<file path="config.mk">
export PLATFORM = sky130hd
export DESIGN_NAME = postfix_expression_evaluator_core_flat
export DESIGN_NICKNAME = d
export VERILOG_FILES = /design/src/design/ppe_pkg.sv /design/src/design/ppe_in_if.sv /design/src/design/ppe_out_if.sv /design/src/design/ppe_stack_cell.sv /design/src/design/ppe_div_unit.sv /design/src/design/postfix_expression_evaluator_core.sv /design/src/flat_wrapper.sv
export SDC_FILE = /design/constraint.sdc
export NUM_CORES = 2
export LEC_CHECK = 0
export ABC_AREA = 1
export BUFFER_PORTS_ARGS = -buffer_cell sky130_fd_sc_hd__buf_2
export CORE_MARGIN = 3
export CORE_UTILIZATION = 50
export DETAILED_ROUTE_END_ITERATION = 16
export PLACE_DENSITY = 0.68
export SLEW_MARGIN = 30
export SYNTH_ARGS = -nofsm -noshare
export SYNTH_HDL_FRONTEND = slang
export SYNTH_SLANG_ARGS = --single-unit
</file>
<file path="constraint.sdc">
create_clock -name clk_i -period 15.9 [get_ports clk_i]
set_input_delay 3.18 -clock clk_i [delete_from_list [all_inputs] [get_ports clk_i]]
set_output_delay 3.18 -clock clk_i [all_outputs]
set_load 0.01 [all_outputs]
</file>
<file path="src/design/ppe_pkg.sv">
// Package for the postfix expression evaluator: widths, character codes,
// status codes, controller states and the stack cell control struct.
// No dependencies.
package ppe_pkg;

  localparam int unsigned PPE_DATA_W      = 32;
  localparam int unsigned PPE_CHAR_W      = 8;
  localparam int unsigned PPE_STATUS_W    = 3;
  localparam int unsigned PPE_STACK_DEPTH = 16;

  // Character codes
  localparam logic [PPE_CHAR_W-1:0] CH_PLUS  = 8'h2B;
  localparam logic [PPE_CHAR_W-1:0] CH_MINUS = 8'h2D;
  localparam logic [PPE_CHAR_W-1:0] CH_STAR  = 8'h2A;
  localparam logic [PPE_CHAR_W-1:0] CH_SLASH = 8'h2F;
  localparam logic [PPE_CHAR_W-1:0] CH_ZERO  = 8'd48;
  localparam logic [PPE_CHAR_W-1:0] CH_NINE  = 8'd57;

  // Status codes
  localparam logic [PPE_STATUS_W-1:0] ST_OK        = 3'd0;
  localparam logic [PPE_STATUS_W-1:0] ST_OVERFLOW  = 3'd1;
  localparam logic [PPE_STATUS_W-1:0] ST_UNDERFLOW = 3'd2;
  localparam logic [PPE_STATUS_W-1:0] ST_DIVZERO   = 3'd3;
  localparam logic [PPE_STATUS_W-1:0] ST_EMPTY     = 3'd4;

  typedef enum logic [1:0] {
    S_IDLE,
    S_EXEC,
    S_DIV,
    S_FINISH
  } ppe_state_e;

  // Per-cell move: take the neighbor above (push) or below (pop).
  typedef struct packed {
    logic take_above;
    logic take_below;
  } ppe_cell_ctl_t;

endpackage

</file>
<file path="src/design/ppe_in_if.sv">
// Input channel of the postfix expression evaluator: one character per item.
// Depends on ppe_pkg.
interface ppe_in_if;
  logic                          valid;
  logic                          ready;
  logic [ppe_pkg::PPE_CHAR_W-1:0] char_code;
  logic                          last_char;

  modport source (output valid, output char_code, output last_char, input ready);
  modport sink   (input valid, input char_code, input last_char, output ready);
endinterface

</file>
<file path="src/design/ppe_out_if.sv">
// Output channel of the postfix expression evaluator: value and status.
// Depends on ppe_pkg.
interface ppe_out_if;
  logic                                   valid;
  logic                                   ready;
  logic signed [ppe_pkg::PPE_DATA_W-1:0]  result_value;
  logic [ppe_pkg::PPE_STATUS_W-1:0]       status;

  modport source (output valid, output result_value, output status, input ready);
  modport sink   (input valid, input result_value, input status, output ready);
endinterface

</file>
<file path="src/design/ppe_stack_cell.sv">
// One entry of the shift-register value stack.
// Depends on ppe_pkg.
module ppe_stack_cell (
  input  logic                            clk_i,
  input  ppe_pkg::ppe_cell_ctl_t          ctl_i,
  input  logic [ppe_pkg::PPE_DATA_W-1:0]  above_i,
  input  logic [ppe_pkg::PPE_DATA_W-1:0]  below_i,
  output logic [ppe_pkg::PPE_DATA_W-1:0]  value_o
);
  import ppe_pkg::*;

  logic [PPE_DATA_W-1:0] value_q;
  logic [PPE_DATA_W-1:0] value_d;

  always_comb begin
    value_d = value_q;
    if (ctl_i.take_above) begin
      value_d = above_i;
    end else if (ctl_i.take_below) begin
      value_d = below_i;
    end
  end

  always_ff @(posedge clk_i) begin
    value_q <= value_d;
  end

  assign value_o = value_q;

endmodule

</file>
<file path="src/design/ppe_div_unit.sv">
// Restoring unsigned divider, one quotient bit per cycle.
// Depends on ppe_pkg.
module ppe_div_unit (
  input  logic                            clk_i,
  input  logic                            rst_ni,
  input  logic                            start_i,
  input  logic [ppe_pkg::PPE_DATA_W-1:0]  dividend_i,
  input  logic [ppe_pkg::PPE_DATA_W-1:0]  divisor_i,
  output logic                            done_o,
  output logic [ppe_pkg::PPE_DATA_W-1:0]  quotient_o
);
  import ppe_pkg::*;

  localparam int unsigned StepW = $clog2(PPE_DATA_W);

  logic                  busy_q, busy_d;
  logic                  done_q, done_d;
  logic [StepW-1:0]      step_q, step_d;
  logic [PPE_DATA_W-1:0] rem_q, rem_d;
  logic [PPE_DATA_W-1:0] quo_q, quo_d;
  logic [PPE_DATA_W-1:0] den_q, den_d;
  logic [PPE_DATA_W:0]   shifted;
  logic [PPE_DATA_W:0]   trial;

  always_comb begin
    shifted = {rem_q, quo_q[PPE_DATA_W-1]};
    trial   = shifted - {1'b0, den_q};
    busy_d  = busy_q;
    done_d  = 1'b0;
    step_d  = step_q;
    rem_d   = rem_q;
    quo_d   = quo_q;
    den_d   = den_q;
    if (start_i) begin
      busy_d = 1'b1;
      step_d = '0;
      rem_d  = '0;
      quo_d  = dividend_i;
      den_d  = divisor_i;
    end else if (busy_q) begin
      // subtract when the trial remainder stays non-negative
      if (!trial[PPE_DATA_W]) begin
        rem_d = trial[PPE_DATA_W-1:0];
        quo_d = {quo_q[PPE_DATA_W-2:0], 1'b1};
      end else begin
        rem_d = shifted[PPE_DATA_W-1:0];
        quo_d = {quo_q[PPE_DATA_W-2:0], 1'b0};
      end
      step_d = step_q + 1'b1;
      if (step_q == StepW'(PPE_DATA_W - 1)) begin
        busy_d = 1'b0;
        done_d = 1'b1;
      end
    end
  end

  always_ff @(posedge clk_i or negedge rst_ni) begin
    if (!rst_ni) begin
      busy_q <= 1'b0;
      done_q <= 1'b0;
      step_q <= '0;
    end else begin
      busy_q <= busy_d;
      done_q <= done_d;
      step_q <= step_d;
    end
  end

  always_ff @(posedge clk_i) begin
    rem_q <= rem_d;
    quo_q <= quo_d;
    den_q <= den_d;
  end

  assign done_o     = done_q;
  assign quotient_o = quo_q;

endmodule

</file>
<file path="src/design/postfix_expression_evaluator_core.sv">
// Postfix expression evaluator: takes one character of a postfix expression
// per item and, on the item marked last, returns the top of stack and a status
// (0 ok, 1 overflow, 2 underflow, 3 divide by zero, 4 empty at end; the first
// error of an expression is the one reported). The value stack is a row of
// STACK_DEPTH shift cells with the top in cell 0: a push moves every entry one
// cell down, an operator puts its result in cell 0 and moves the rest up.
// A digit, an ignored character, '+', '-', '*' or a division by zero is
// accepted, then executed; a division by a nonzero operand also waits for the
// iterative divider, which yields one quotient bit per cycle over 32 bits. A
// last character then passes a finish state that loads the output register,
// which waits while the result is still held there. Division truncates toward
// zero; all arithmetic wraps at 32 bits. No clearing pass is needed after reset.
// Depends on ppe_pkg, ppe_in_if, ppe_out_if, ppe_stack_cell and ppe_div_unit.
module postfix_expression_evaluator_core #(
  parameter int unsigned STACK_DEPTH = ppe_pkg::PPE_STACK_DEPTH
) (
  input  logic      clk_i,
  input  logic      rst_ni,
  ppe_in_if.sink    in_i,
  ppe_out_if.source out_o
);
  import ppe_pkg::*;

  localparam int unsigned CntW = $clog2(STACK_DEPTH + 1);

  // Controller and item registers
  ppe_state_e              state_q, state_d;
  logic [PPE_CHAR_W-1:0]   char_q;
  logic                    last_q;
  logic [CntW-1:0]         cnt_q, cnt_d;
  logic [PPE_STATUS_W-1:0] err_q, err_d;

  // Output register
  logic                    out_valid_q, out_valid_d;
  logic [PPE_DATA_W-1:0]   out_value_q, out_value_d;
  logic [PPE_STATUS_W-1:0] out_status_q, out_status_d;
  logic                    out_free;

  // Stack cells
  ppe_cell_ctl_t           cell_ctl [STACK_DEPTH];
  logic [PPE_DATA_W-1:0]   cell_val [STACK_DEPTH];
  logic [PPE_DATA_W-1:0]   top_in;

  // Datapath
  logic                    is_digit;
  logic                    is_op;
  logic                    is_slash;
  logic                    stack_full;
  logic                    op_uflow;
  logic [PPE_DATA_W-1:0]   right_v;
  logic [PPE_DATA_W-1:0]   left_v;
  logic [PPE_DATA_W-1:0]   prod;
  logic [PPE_DATA_W-1:0]   quo_fixed;
  logic [PPE_DATA_W-1:0]   op_res;
  logic [PPE_DATA_W-1:0]   digit_v;
  logic                    div_go;

  // Divider
  logic                    div_start;
  logic                    div_done;
  logic [PPE_DATA_W-1:0]   div_num;
  logic [PPE_DATA_W-1:0]   div_den;
  logic [PPE_DATA_W-1:0]   div_quo;

  // Stack moves
  logic                    do_push;
  logic                    do_commit;

  function automatic logic [PPE_STATUS_W-1:0] keep_first(
    input logic [PPE_STATUS_W-1:0] held,
    input logic [PPE_STATUS_W-1:0] code
  );
    keep_first = (held == ST_OK) ? code : held;
  endfunction

  // ---------------------------------------------------------------------
  // Operand fetch and arithmetic; missing operands read as zero
  // ---------------------------------------------------------------------
  always_comb begin
    is_digit   = char_q inside {[CH_ZERO:CH_NINE]};
    is_op      = char_q inside {CH_PLUS, CH_MINUS, CH_STAR, CH_SLASH};
    is_slash   = (char_q == CH_SLASH);
    stack_full = (cnt_q == CntW'(STACK_DEPTH));
    op_uflow   = (cnt_q < CntW'(2));
    right_v    = (cnt_q != '0) ? cell_val[0] : '0;
    left_v     = op_uflow ? '0 : cell_val[1];
    digit_v    = PPE_DATA_W'(char_q - CH_ZERO);
    // only the low word of the product is kept
    prod       = left_v * right_v;
    quo_fixed  = (left_v[PPE_DATA_W-1] ^ right_v[PPE_DATA_W-1]) ? (~div_quo + 1'b1)
                                                                   : div_quo;
    div_num    = left_v[PPE_DATA_W-1] ? (~left_v + 1'b1) : left_v;
    div_den    = right_v[PPE_DATA_W-1] ? (~right_v + 1'b1) : right_v;
    // a division by a nonzero operand goes to the divider
    div_go     = is_slash && (right_v != '0);
    case (char_q)
      CH_PLUS:  op_res = left_v + right_v;
      CH_MINUS: op_res = left_v - right_v;
      CH_STAR:  op_res = prod;
      CH_SLASH: op_res = (right_v == '0) ? '0 : quo_fixed;
      default:  op_res = '0;
    endcase
  end

  assign out_free = !out_valid_q || out_o.ready;

  // ---------------------------------------------------------------------
  // Next state
  // ---------------------------------------------------------------------
  always_comb begin
    state_d = state_q;
    case (state_q)
      S_IDLE: begin
        if (in_i.valid) begin
          state_d = S_EXEC;
        end
      end
      S_EXEC: begin
        if (is_op && div_go) begin
          state_d = S_DIV;
        end else begin
          state_d = last_q ? S_FINISH : S_IDLE;
        end
      end
      S_DIV: begin
        if (div_done) begin
          state_d = last_q ? S_FINISH : S_IDLE;
        end
      end
      S_FINISH: begin
        if (out_free) begin
          state_d = S_IDLE;
        end
      end
      default: state_d = S_IDLE;
    endcase
  end

  // ---------------------------------------------------------------------
  // Controller outputs: stack moves, count, sticky error, output load
  // ---------------------------------------------------------------------
  always_comb begin
    in_i.ready   = 1'b0;
    do_push      = 1'b0;
    do_commit    = 1'b0;
    div_start    = 1'b0;
    cnt_d        = cnt_q;
    err_d        = err_q;
    out_valid_d  = out_valid_q && !out_o.ready;
    out_value_d  = out_value_q;
    out_status_d = out_status_q;
    case (state_q)
      S_IDLE: begin
        in_i.ready = 1'b1;
      end
      S_EXEC: begin
        if (is_digit) begin
          // drop the digit when the stack is full
          if (stack_full) begin
            err_d = keep_first(err_q, ST_OVERFLOW);
          end else begin
            do_push = 1'b1;
          end
        end else if (is_op) begin
          if (div_go) begin
            div_start = 1'b1;
            if (op_uflow) begin
              err_d = keep_first(err_q, ST_UNDERFLOW);
            end
          end else begin
            do_commit = 1'b1;
          end
        end
      end
      S_DIV: begin
        do_commit = div_done;
      end
      S_FINISH: begin
        if (out_free) begin
          out_valid_d  = 1'b1;
          out_value_d  = (cnt_q != '0) ? cell_val[0] : '0;
          out_status_d = (cnt_q == '0) ? keep_first(err_q, ST_EMPTY) : err_q;
          cnt_d        = '0;
          err_d        = ST_OK;
        end
      end
      default: ;
    endcase

    if (do_push) begin
      cnt_d = cnt_q + 1'b1;
    end
    if (do_commit) begin
      // pop two, push one: with fewer than two entries the result stands alone
      cnt_d = op_uflow ? CntW'(1) : cnt_q - 1'b1;
      if (op_uflow) begin
        err_d = keep_first(err_q, ST_UNDERFLOW);
      end else if (is_slash && (right_v == '0)) begin
        err_d = keep_first(err_q, ST_DIVZERO);
      end
    end
  end

  // ---------------------------------------------------------------------
  // Stack: row of shift cells, cell 0 on top
  // ---------------------------------------------------------------------
  assign top_in = do_push ? digit_v : op_res;

  for (genvar g = 0; g < STACK_DEPTH; g++) begin : g_cell
    logic [PPE_DATA_W-1:0] above;
    logic [PPE_DATA_W-1:0] below;

    if (g == 0) begin : g_top
      assign above = top_in;
      assign cell_ctl[g].take_above = do_push || do_commit;
      assign cell_ctl[g].take_below = 1'b0;
    end else begin : g_rest
      assign above = cell_val[g-1];
      assign cell_ctl[g].take_above = do_push;
      assign cell_ctl[g].take_below = do_commit;
    end

    if (g == STACK_DEPTH - 1) begin : g_bottom
      assign below = '0;
    end else begin : g_inner
      assign below = cell_val[g+1];
    end

    ppe_stack_cell u_cell (
      .clk_i   (clk_i),
      .ctl_i   (cell_ctl[g]),
      .above_i (above),
      .below_i (below),
      .value_o (cell_val[g])
    );
  end

  ppe_div_unit u_div (
    .clk_i      (clk_i),
    .rst_ni     (rst_ni),
    .start_i    (div_start),
    .dividend_i (div_num),
    .divisor_i  (div_den),
    .done_o     (div_done),
    .quotient_o (div_quo)
  );

  // ---------------------------------------------------------------------
  // Registers
  // ---------------------------------------------------------------------
  always_ff @(posedge clk_i or negedge rst_ni) begin
    if (!rst_ni) begin
      state_q     <= S_IDLE;
      cnt_q       <= '0;
      err_q       <= ST_OK;
      out_valid_q <= 1'b0;
    end else begin
      state_q     <= state_d;
      cnt_q       <= cnt_d;
      err_q       <= err_d;
      out_valid_q <= out_valid_d;
    end
  end

  // hold the accepted item until it is executed
  always_ff @(posedge clk_i) begin
    if (in_i.valid && in_i.ready) begin
      char_q <= in_i.char_code;
      last_q <= in_i.last_char;
    end
    out_value_q  <= out_value_d;
    out_status_q <= out_status_d;
  end

  assign out_o.valid        = out_valid_q;
  assign out_o.result_value = out_value_q;
  assign out_o.status       = out_status_q;

endmodule

</file>
<file path="src/flat_wrapper.sv">
// flat-port wrapper written by rule: the top's interface ports become plain ports
module postfix_expression_evaluator_core_flat import ppe_pkg::*;
#(
  parameter int unsigned STACK_DEPTH = ppe_pkg::PPE_STACK_DEPTH
)
  (clk_i, rst_ni, in_i_valid, in_i_char_code, in_i_last_char, in_i_ready, out_o_valid, out_o_result_value, out_o_status, out_o_ready);
  ppe_in_if in_i_i ();
  ppe_out_if out_o_i ();
  input  logic clk_i;
  input  logic rst_ni;
  input wire logic [$bits(in_i_i.valid)-1:0] in_i_valid;
  input wire logic [$bits(in_i_i.char_code)-1:0] in_i_char_code;
  input wire logic [$bits(in_i_i.last_char)-1:0] in_i_last_char;
  output wire logic [$bits(in_i_i.ready)-1:0] in_i_ready;
  output wire logic [$bits(out_o_i.valid)-1:0] out_o_valid;
  output wire logic [$bits(out_o_i.result_value)-1:0] out_o_result_value;
  output wire logic [$bits(out_o_i.status)-1:0] out_o_status;
  input wire logic [$bits(out_o_i.ready)-1:0] out_o_ready;
  assign in_i_i.valid = in_i_valid;
  assign in_i_i.char_code = in_i_char_code;
  assign in_i_i.last_char = in_i_last_char;
  assign in_i_ready = in_i_i.ready;
  assign out_o_valid = out_o_i.valid;
  assign out_o_result_value = out_o_i.result_value;
  assign out_o_status = out_o_i.status;
  assign out_o_i.ready = out_o_ready;
  postfix_expression_evaluator_core #(.STACK_DEPTH(STACK_DEPTH)) u_core (.clk_i(clk_i), .rst_ni(rst_ni), .in_i(in_i_i), .out_o(out_o_i));
endmodule
</file>
; ---- After elaboration in Yosys (flattened, before gate mapping)
; Index checks and enable logic that the tools add are counted.
; Widths: inputs -> output; s select.
[word_totals]
ff_bits = 670
inputBits = 13
out_inout_bits = 37
wordCells = 176
[op_classes]
n_addsub = 10
multipliers = 1
n_lt_le_gt_ge = 3
eq_ne = 13
mux = 90
bitwise = 4
reduce_logical = 24
[op_table]
columns = cell, count
row1 = $mux 32, 39
row2 = $pmux 32 s4, 1
row3 = $add 32x1->32 const B, 3
row4 = $not 32->32, 3
row5 = $mux 3, 14
row6 = $mux 5, 7
row7 = $sub 33x32->33, 1
row8 = $add 32x32->32, 1
row9 = $eq 8x6->1 const B, 4
row10 = $logic_not 32->1, 1
row11 = $mul 32x32->32, 1
row12 = $reduce_bool 32->1, 1
row13 = $sub 32x32->32, 1
row14 = $mux 31, 1
row15 = $mux 1, 20
row16 = $add 5x1->5 const B, 2
row17 = $eq 5x5->1 const B, 2
row18 = $mux 2, 5
row19 = $sub 8x6->9 const B, 1
row20 = $ge 8x6->1 const B, 1
row21 = $le 8x6->1 const B, 1
row22 = $pmux 2 s4, 1
row23 = $logic_and 1x1->1, 6
row24 = $pmux 3 s2, 1
row25 = other kinds (20), 27

; ---- Depth between registers and ports, before layout
[depth]
depth_word = 11
depth_mapped = 42
depth_no_buf = 40

; ---- By module
; From an unflattened synthesis, not the netlist that was laid out.
[unflattened]
hier_cells = 6467
area_unflattened_um2 = 52894.5
[by_module_without_submodules]
columns = module, n_inst, cells_each, area_each_um2, seq_area_each_um2
row1 = postfix_expression_evaluator_core, 1, 3247, 23580.1, 1596.5
row2 = ppe_stack_cell, 16, 137, 1401.3, 960.9
row3 = ppe_div_unit, 1, 1028, 6892.9, 2737.6

; ---- Least setup slack after synthesis
; Ideal clock, no wire load.
[synth_path]
kind = register -> register
startpoint = register u_core.cnt_q[0]
endpoint = register u_core.g_cell[0].u_cell.value_q[0], enable pin
t_arrival_ns = 13.853
required_ns = 14.997
path_slack_ns = 1.144
stages_incl_launch_ff = 21
path_cell_list = dfrtp_1 -> inv_1 -> ha_1 -> nand3_4 -> buf_6 -> buf_8 -> nand2_4 -> clkbuf_1 -> ha_1 -> nand2_1 -> inv_2 -> nand2_1 -> nor3_2 -> inv_2 -> nor2_2 -> nor2_2 -> buf_6 -> o21ai_2 -> nand2_2 -> buf_2 -> nand2_1
[synth_rtl]
columns = element, line
row1 = "start, declared", postfix_expression_evaluator_core.sv:30  ; logic [CntW-1:0] cnt_q, cnt_d;
row2 = "start signal, assigned", postfix_expression_evaluator_core.sv:259  ; cnt_q <= cnt_d;
row3 = "end signal, assigned", ppe_stack_cell.sv:25  ; value_q <= value_d;
row4 = "end, declared", ppe_stack_cell.sv:12  ; logic [PPE_DATA_W-1:0] value_q;

; ---- Worst setup path after layout
[layout_path]
startpoint = register u_core.cnt_q[2]
endpoint = register u_core.g_cell[0].u_cell.value_q[28], data pin
[layout_via]
elab_chain_len = 7
elab_cells_between_ends = 17
cone_classes = add/sub (2) / mul (1) / order compare (1) / eq/ne (1) / mux (9) / bitwise (1) / reduce/logical (2)
[layout_lines]
columns = element, line
row1 = "parallel branches: the longest is 6 deep, another holds $mul 32x32->32", --
row2 = $mux 32 (*), postfix_expression_evaluator_core.sv:207  ; assign top_in = do_push ? digit_v : op_res;
row3 = net u_core.g_cell[0].above[28], postfix_expression_evaluator_core.sv:210  ; logic [PPE_DATA_W-1:0] above;
; Mark *: on every way through the listed nets, which the timed path passes.
; A chain may end at the register's enable or synchronous reset.

==> metrics.cfg <==
[outcome]
status = finished clean

[logic_synthesis]
ys_dominant_reg_cell = sky130_fd_sc_hd__edfxtp_1
combinational_family_with_the_most_area_after_synthesis = adder cells
syn-mean-instance-area_um2 = 8.717
synth_adder_area_share = 0.2147
netlist-cell-type-count = 66
post_synth_main_area_contributors = sky130_fd_sc_hd__edfxtp_1, sky130_fd_sc_hd__fa_1, sky130_fd_sc_hd__nand2_1, sky130_fd_sc_hd__inv_1, sky130_fd_sc_hd__o21ai_0
flip_flop_and_latch_count_after_synthesis = 670
synth-async-reset-ratio = 0.02687
synth-edff-count = 620
synthesis.instances = 5730
synth-warning-count = 0
yosys-mux-area-fraction = 0.0002004
share_of_the_synthesized_area_in_the_top_cell_type = 0.3727
synth_cell_area_um2 = 49950
synth_area_leader = sky130_fd_sc_hd__edfxtp_1
yosysSeqAreaShare = 0.3946
synth_compound_gate_area_share = 0.1011
synthXorXnorAreaFrac = 0.01981
synthesis.nets = 6354
yosys.area_share.simple = 0.1792

[critical_path]
critical_path.max_stage_delay_ns = 0.98
critPathKind = flip-flop to flip-flop
cp-start-kind = flip-flop
cp.arrival_ns = 10.38
critPathCaptureType = flip-flop
path_max_fanout = 33
cpMostUsedCell = sky130_fd_sc_hd__fa_1
critical_path_required_ns = 16.33
worstReg2RegStart = u_core.cnt_q[2]
length_in_cells_of_the_worst_reg_to_reg_path = 31
critical_path.slowest_cell = sky130_fd_sc_hd__inv_1
worstReg2RegEnd = u_core.g_cell[0].u_cell.value_o[28]
r2r_setup_slack_ns = 5.94

[route]
remaining_number_of_nets_flagged_by_the_antenna_check_after_routing = 0
drt_wl_total_mm = 154.5
wire_per_inst_um = 22.01
num_vias = 39900
vias_per_cell = 5.685
initialDrtViolationCount = 4433
post-route-drc-count = 0
drt_pass1_iterations = 6

[grt]
global_route_wire_length_before_repair_mm = 233.4
first_global_vias = 38780
largest_net_degree_at_the_start_of_global_routing = 253
number_of_antenna_violations_at_the_first_check_in_global_routing = 9
combined_global_route_utilization_of_all_metal_layers = 0.2992
grt-ovfl-total = 0

[cts]
post_cts.repair.setup_buffers = 0
tritoncts.num_buffers = 77
cts.clk_slew.worst_paths_ns = 0.06
post_cts_resized = 0
clock_tree.root_cell = sky130_fd_sc_hd__clkbuf_16
clock_tree.buffer_depth = 3
cts_max_level = 3
tritoncts = yes
insertion_delay_ns = 0.68
cts_hold_bufs = 0
tritoncts_num_sinks = 670

[timing]
finalCriticalPeriod_ns = 9.959
worst_slew_margin_rel = 0.2814
rsz0062_at_grt = no
timing.setup.tns_ns = 0
report.final.setup_viol = 0
layout_setup_ws_ns = 5.941
fin_hold_ws_ns = 0.4799
finalHoldViolations = 0
timing.final.crit_share = 0.6264
actual_transition_at_the_worst_max_transition_pin_ns = 1.067
final_max_slew_viol_count = 0
clock-skew-final_ns = 0.05207
timing.fmax_ghz = 0.1004

[worst_hold_path]
worst_hold_path_type = flip-flop to flip-flop
worst_hold_path.num_cells = 2
min_from = u_core.u_div.rem_q[15]
whs_endpoint = u_core.u_div.rem_q[15]

[cells_and_area]
post_route_cells_drive_above_1_share = 0.05656
sequential_standard_cell_area_um2 = 19710
combined_area_of_the_multi_input_logic_cells_um2 = 25760
design.final.nets = 6290
n_fill_cell = 9082
post-route-cell-area_um2 = 53850
area_growth_syn_to_layout_pct = 7.815

[place]
placement.io_buffers = 49
place_area_um2 = 51270
pre_cts_slack_ns = 6.177
routabilityCongestion = 1.049
post-dp-hpwl_mm = 109.4

[floorplan]
initial_core_util = 0.5060
std_cell_rows = 115
fp.dieH_um = 322.1
ios = 50
die_w_um = 322.1
core_area_um2 = 98710
die-area_um2 = 103700

[job]
timing.max_cap.violations = 0

-- placed cells by master, fill, tap and decap left out, types with 9 or more instances in the layout --
master,synthesis,layout
sky130_fd_sc_hd__nand2_1,1365,1360
sky130_fd_sc_hd__inv_1,892,890
sky130_fd_sc_hd__o21ai_0,669,669
sky130_fd_sc_hd__edfxtp_1,620,620
sky130_fd_sc_hd__nor2_1,559,558
sky130_fd_sc_hd__fa_1,410,410
sky130_fd_sc_hd__ha_1,201,201
sky130_fd_sc_hd__a21oi_1,156,156
sky130_fd_sc_hd__nand3_1,114,114
sky130_fd_sc_hd__clkbuf_16,0,78
sky130_fd_sc_hd__xor2_1,66,66
sky130_fd_sc_hd__buf_2,20,49
sky130_fd_sc_hd__xnor2_1,47,47
sky130_fd_sc_hd__buf_4,1,47
sky130_fd_sc_hd__nand4_1,44,44
sky130_fd_sc_hd__clkinv_1,18,38
sky130_fd_sc_hd__dfxtp_1,32,32
sky130_fd_sc_hd__o211ai_1,28,28
sky130_fd_sc_hd__nor3_1,24,24
sky130_fd_sc_hd__inv_2,23,23
sky130_fd_sc_hd__nand2_2,19,22
sky130_fd_sc_hd__a31oi_1,21,21
sky130_fd_sc_hd__or2_2,20,20
sky130_fd_sc_hd__dfrtp_1,18,18
sky130_fd_sc_hd__o21ai_1,15,15
sky130_fd_sc_hd__clkbuf_1,191,13
sky130_fd_sc_hd__nor2_2,10,10
sky130_fd_sc_hd__nand2_4,8,10
sky130_fd_sc_hd__o221ai_1,10,10
sky130_fd_sc_hd__nor4_1,10,9
-- metrics by stage --
step | util | cells
floorplan | - | 5730
global placement | 0.5194 | 6871
detailed placement | 0.5194 | 6871
CTS | 0.5445 | 7012
global route | 0.5455 | 7015
finish | 0.5456 | 7018
-- cell families after synthesis --
| group | Yosys count |
|---|---|
| mux | 1 |
| simple gates | 2201 |
| compound gates | 952 |
| flops | 670 |
| fa+ha+maj | 611 |
| xor+xnor | 113 |
| buf+inv | 1182 |
-- cells in the mapped netlist, drive strengths merged (4+ instances only) --
master  number
nand2     1393
inv        916
o21ai      687
edfxtp     620
nor2       572
fa         410
ha         201
clkbuf     191
a21oi      156
nand3      119
xor2        66
buf         57
xnor2       47
nand4       46
dfxtp       32
nor3        29
o211ai      28
a31oi       21
or2         21
clkinv      18
dfrtp       18
nor4        11
o221ai      10
o21bai       8
o31ai        8
o311ai       6
a21o         5
o21a         5
nand3b       4
-- state kept, by name, indices dropped and copies added (netlist names), 5 cells and up --
name	count
u_core.u_div.den_q	32
u_core.out_o.result_value	32
u_core.cnt_q	5
u_core.g_cell.u_cell.value_o	512
u_core.u_div.quotient_o	32
u_core.u_div.rem_q	32
u_core.u_div.step_q	5
u_core.char_q	8
-- metal layers --
layer / vias up / wire length (um) / share of wire / track usage
li1: 18210 / - / - / -
met5: - / 35 / 0.00023 / 0
met4: 6 / 8993 / 0.058 / 0.1533
met1: 19290 / 61740 / 0.40 / 0.4021
met3: 459 / 17260 / 0.11 / 0.07892
met2: 1941 / 66430 / 0.43 / 0.4484
-- area by class of cell --
cell class,instances,share of cell area
Tap cell,1287,0.02990
Multi-Input combinational cell,3878,0.4783
Sequential cell,670,0.3660
Antenna cell,3,0.0001394
Clock buffer,92,0.03741
Inverter,934,0.06528
Timing Repair Buffer,105,0.01438
Clock inverter,49,0.008573
-- how the worst max path moves through the flow --
stage                     from                             endpoint  cells past startpoint
2_1_floorplan  u_core.cnt_q[0]   u_core.g_cell[0].u_cell.value_o[0]                     20
3_3_place_gp   u_core.cnt_q[2]  u_core.g_cell[0].u_cell.value_o[26]                     29
3_5_place_dp   u_core.cnt_q[2]  u_core.g_cell[0].u_cell.value_o[28]                     29
4_1_cts        u_core.cnt_q[2]  u_core.g_cell[0].u_cell.value_o[28]                     29
5_1_grt        u_core.cnt_q[2]  u_core.g_cell[0].u_cell.value_o[28]                     32
6_report       u_core.cnt_q[2]  u_core.g_cell[0].u_cell.value_o[28]                     31
-- critical path: cells and delay by family, from the launching register on --
family / cells / cell delay (ns)
adders and majority gates: 9 / 4.11
and+or+nand+nor: 10 / 1.92
buffers and inverters: 7 / 1.72
AOI/OAI and AO/OA: 5 / 1.39
DFF: 1 / 0.56
Power is left out: the tool's default activity adds up to more than one toggle a clock period on the data nets, which glitch-free logic cannot reach.
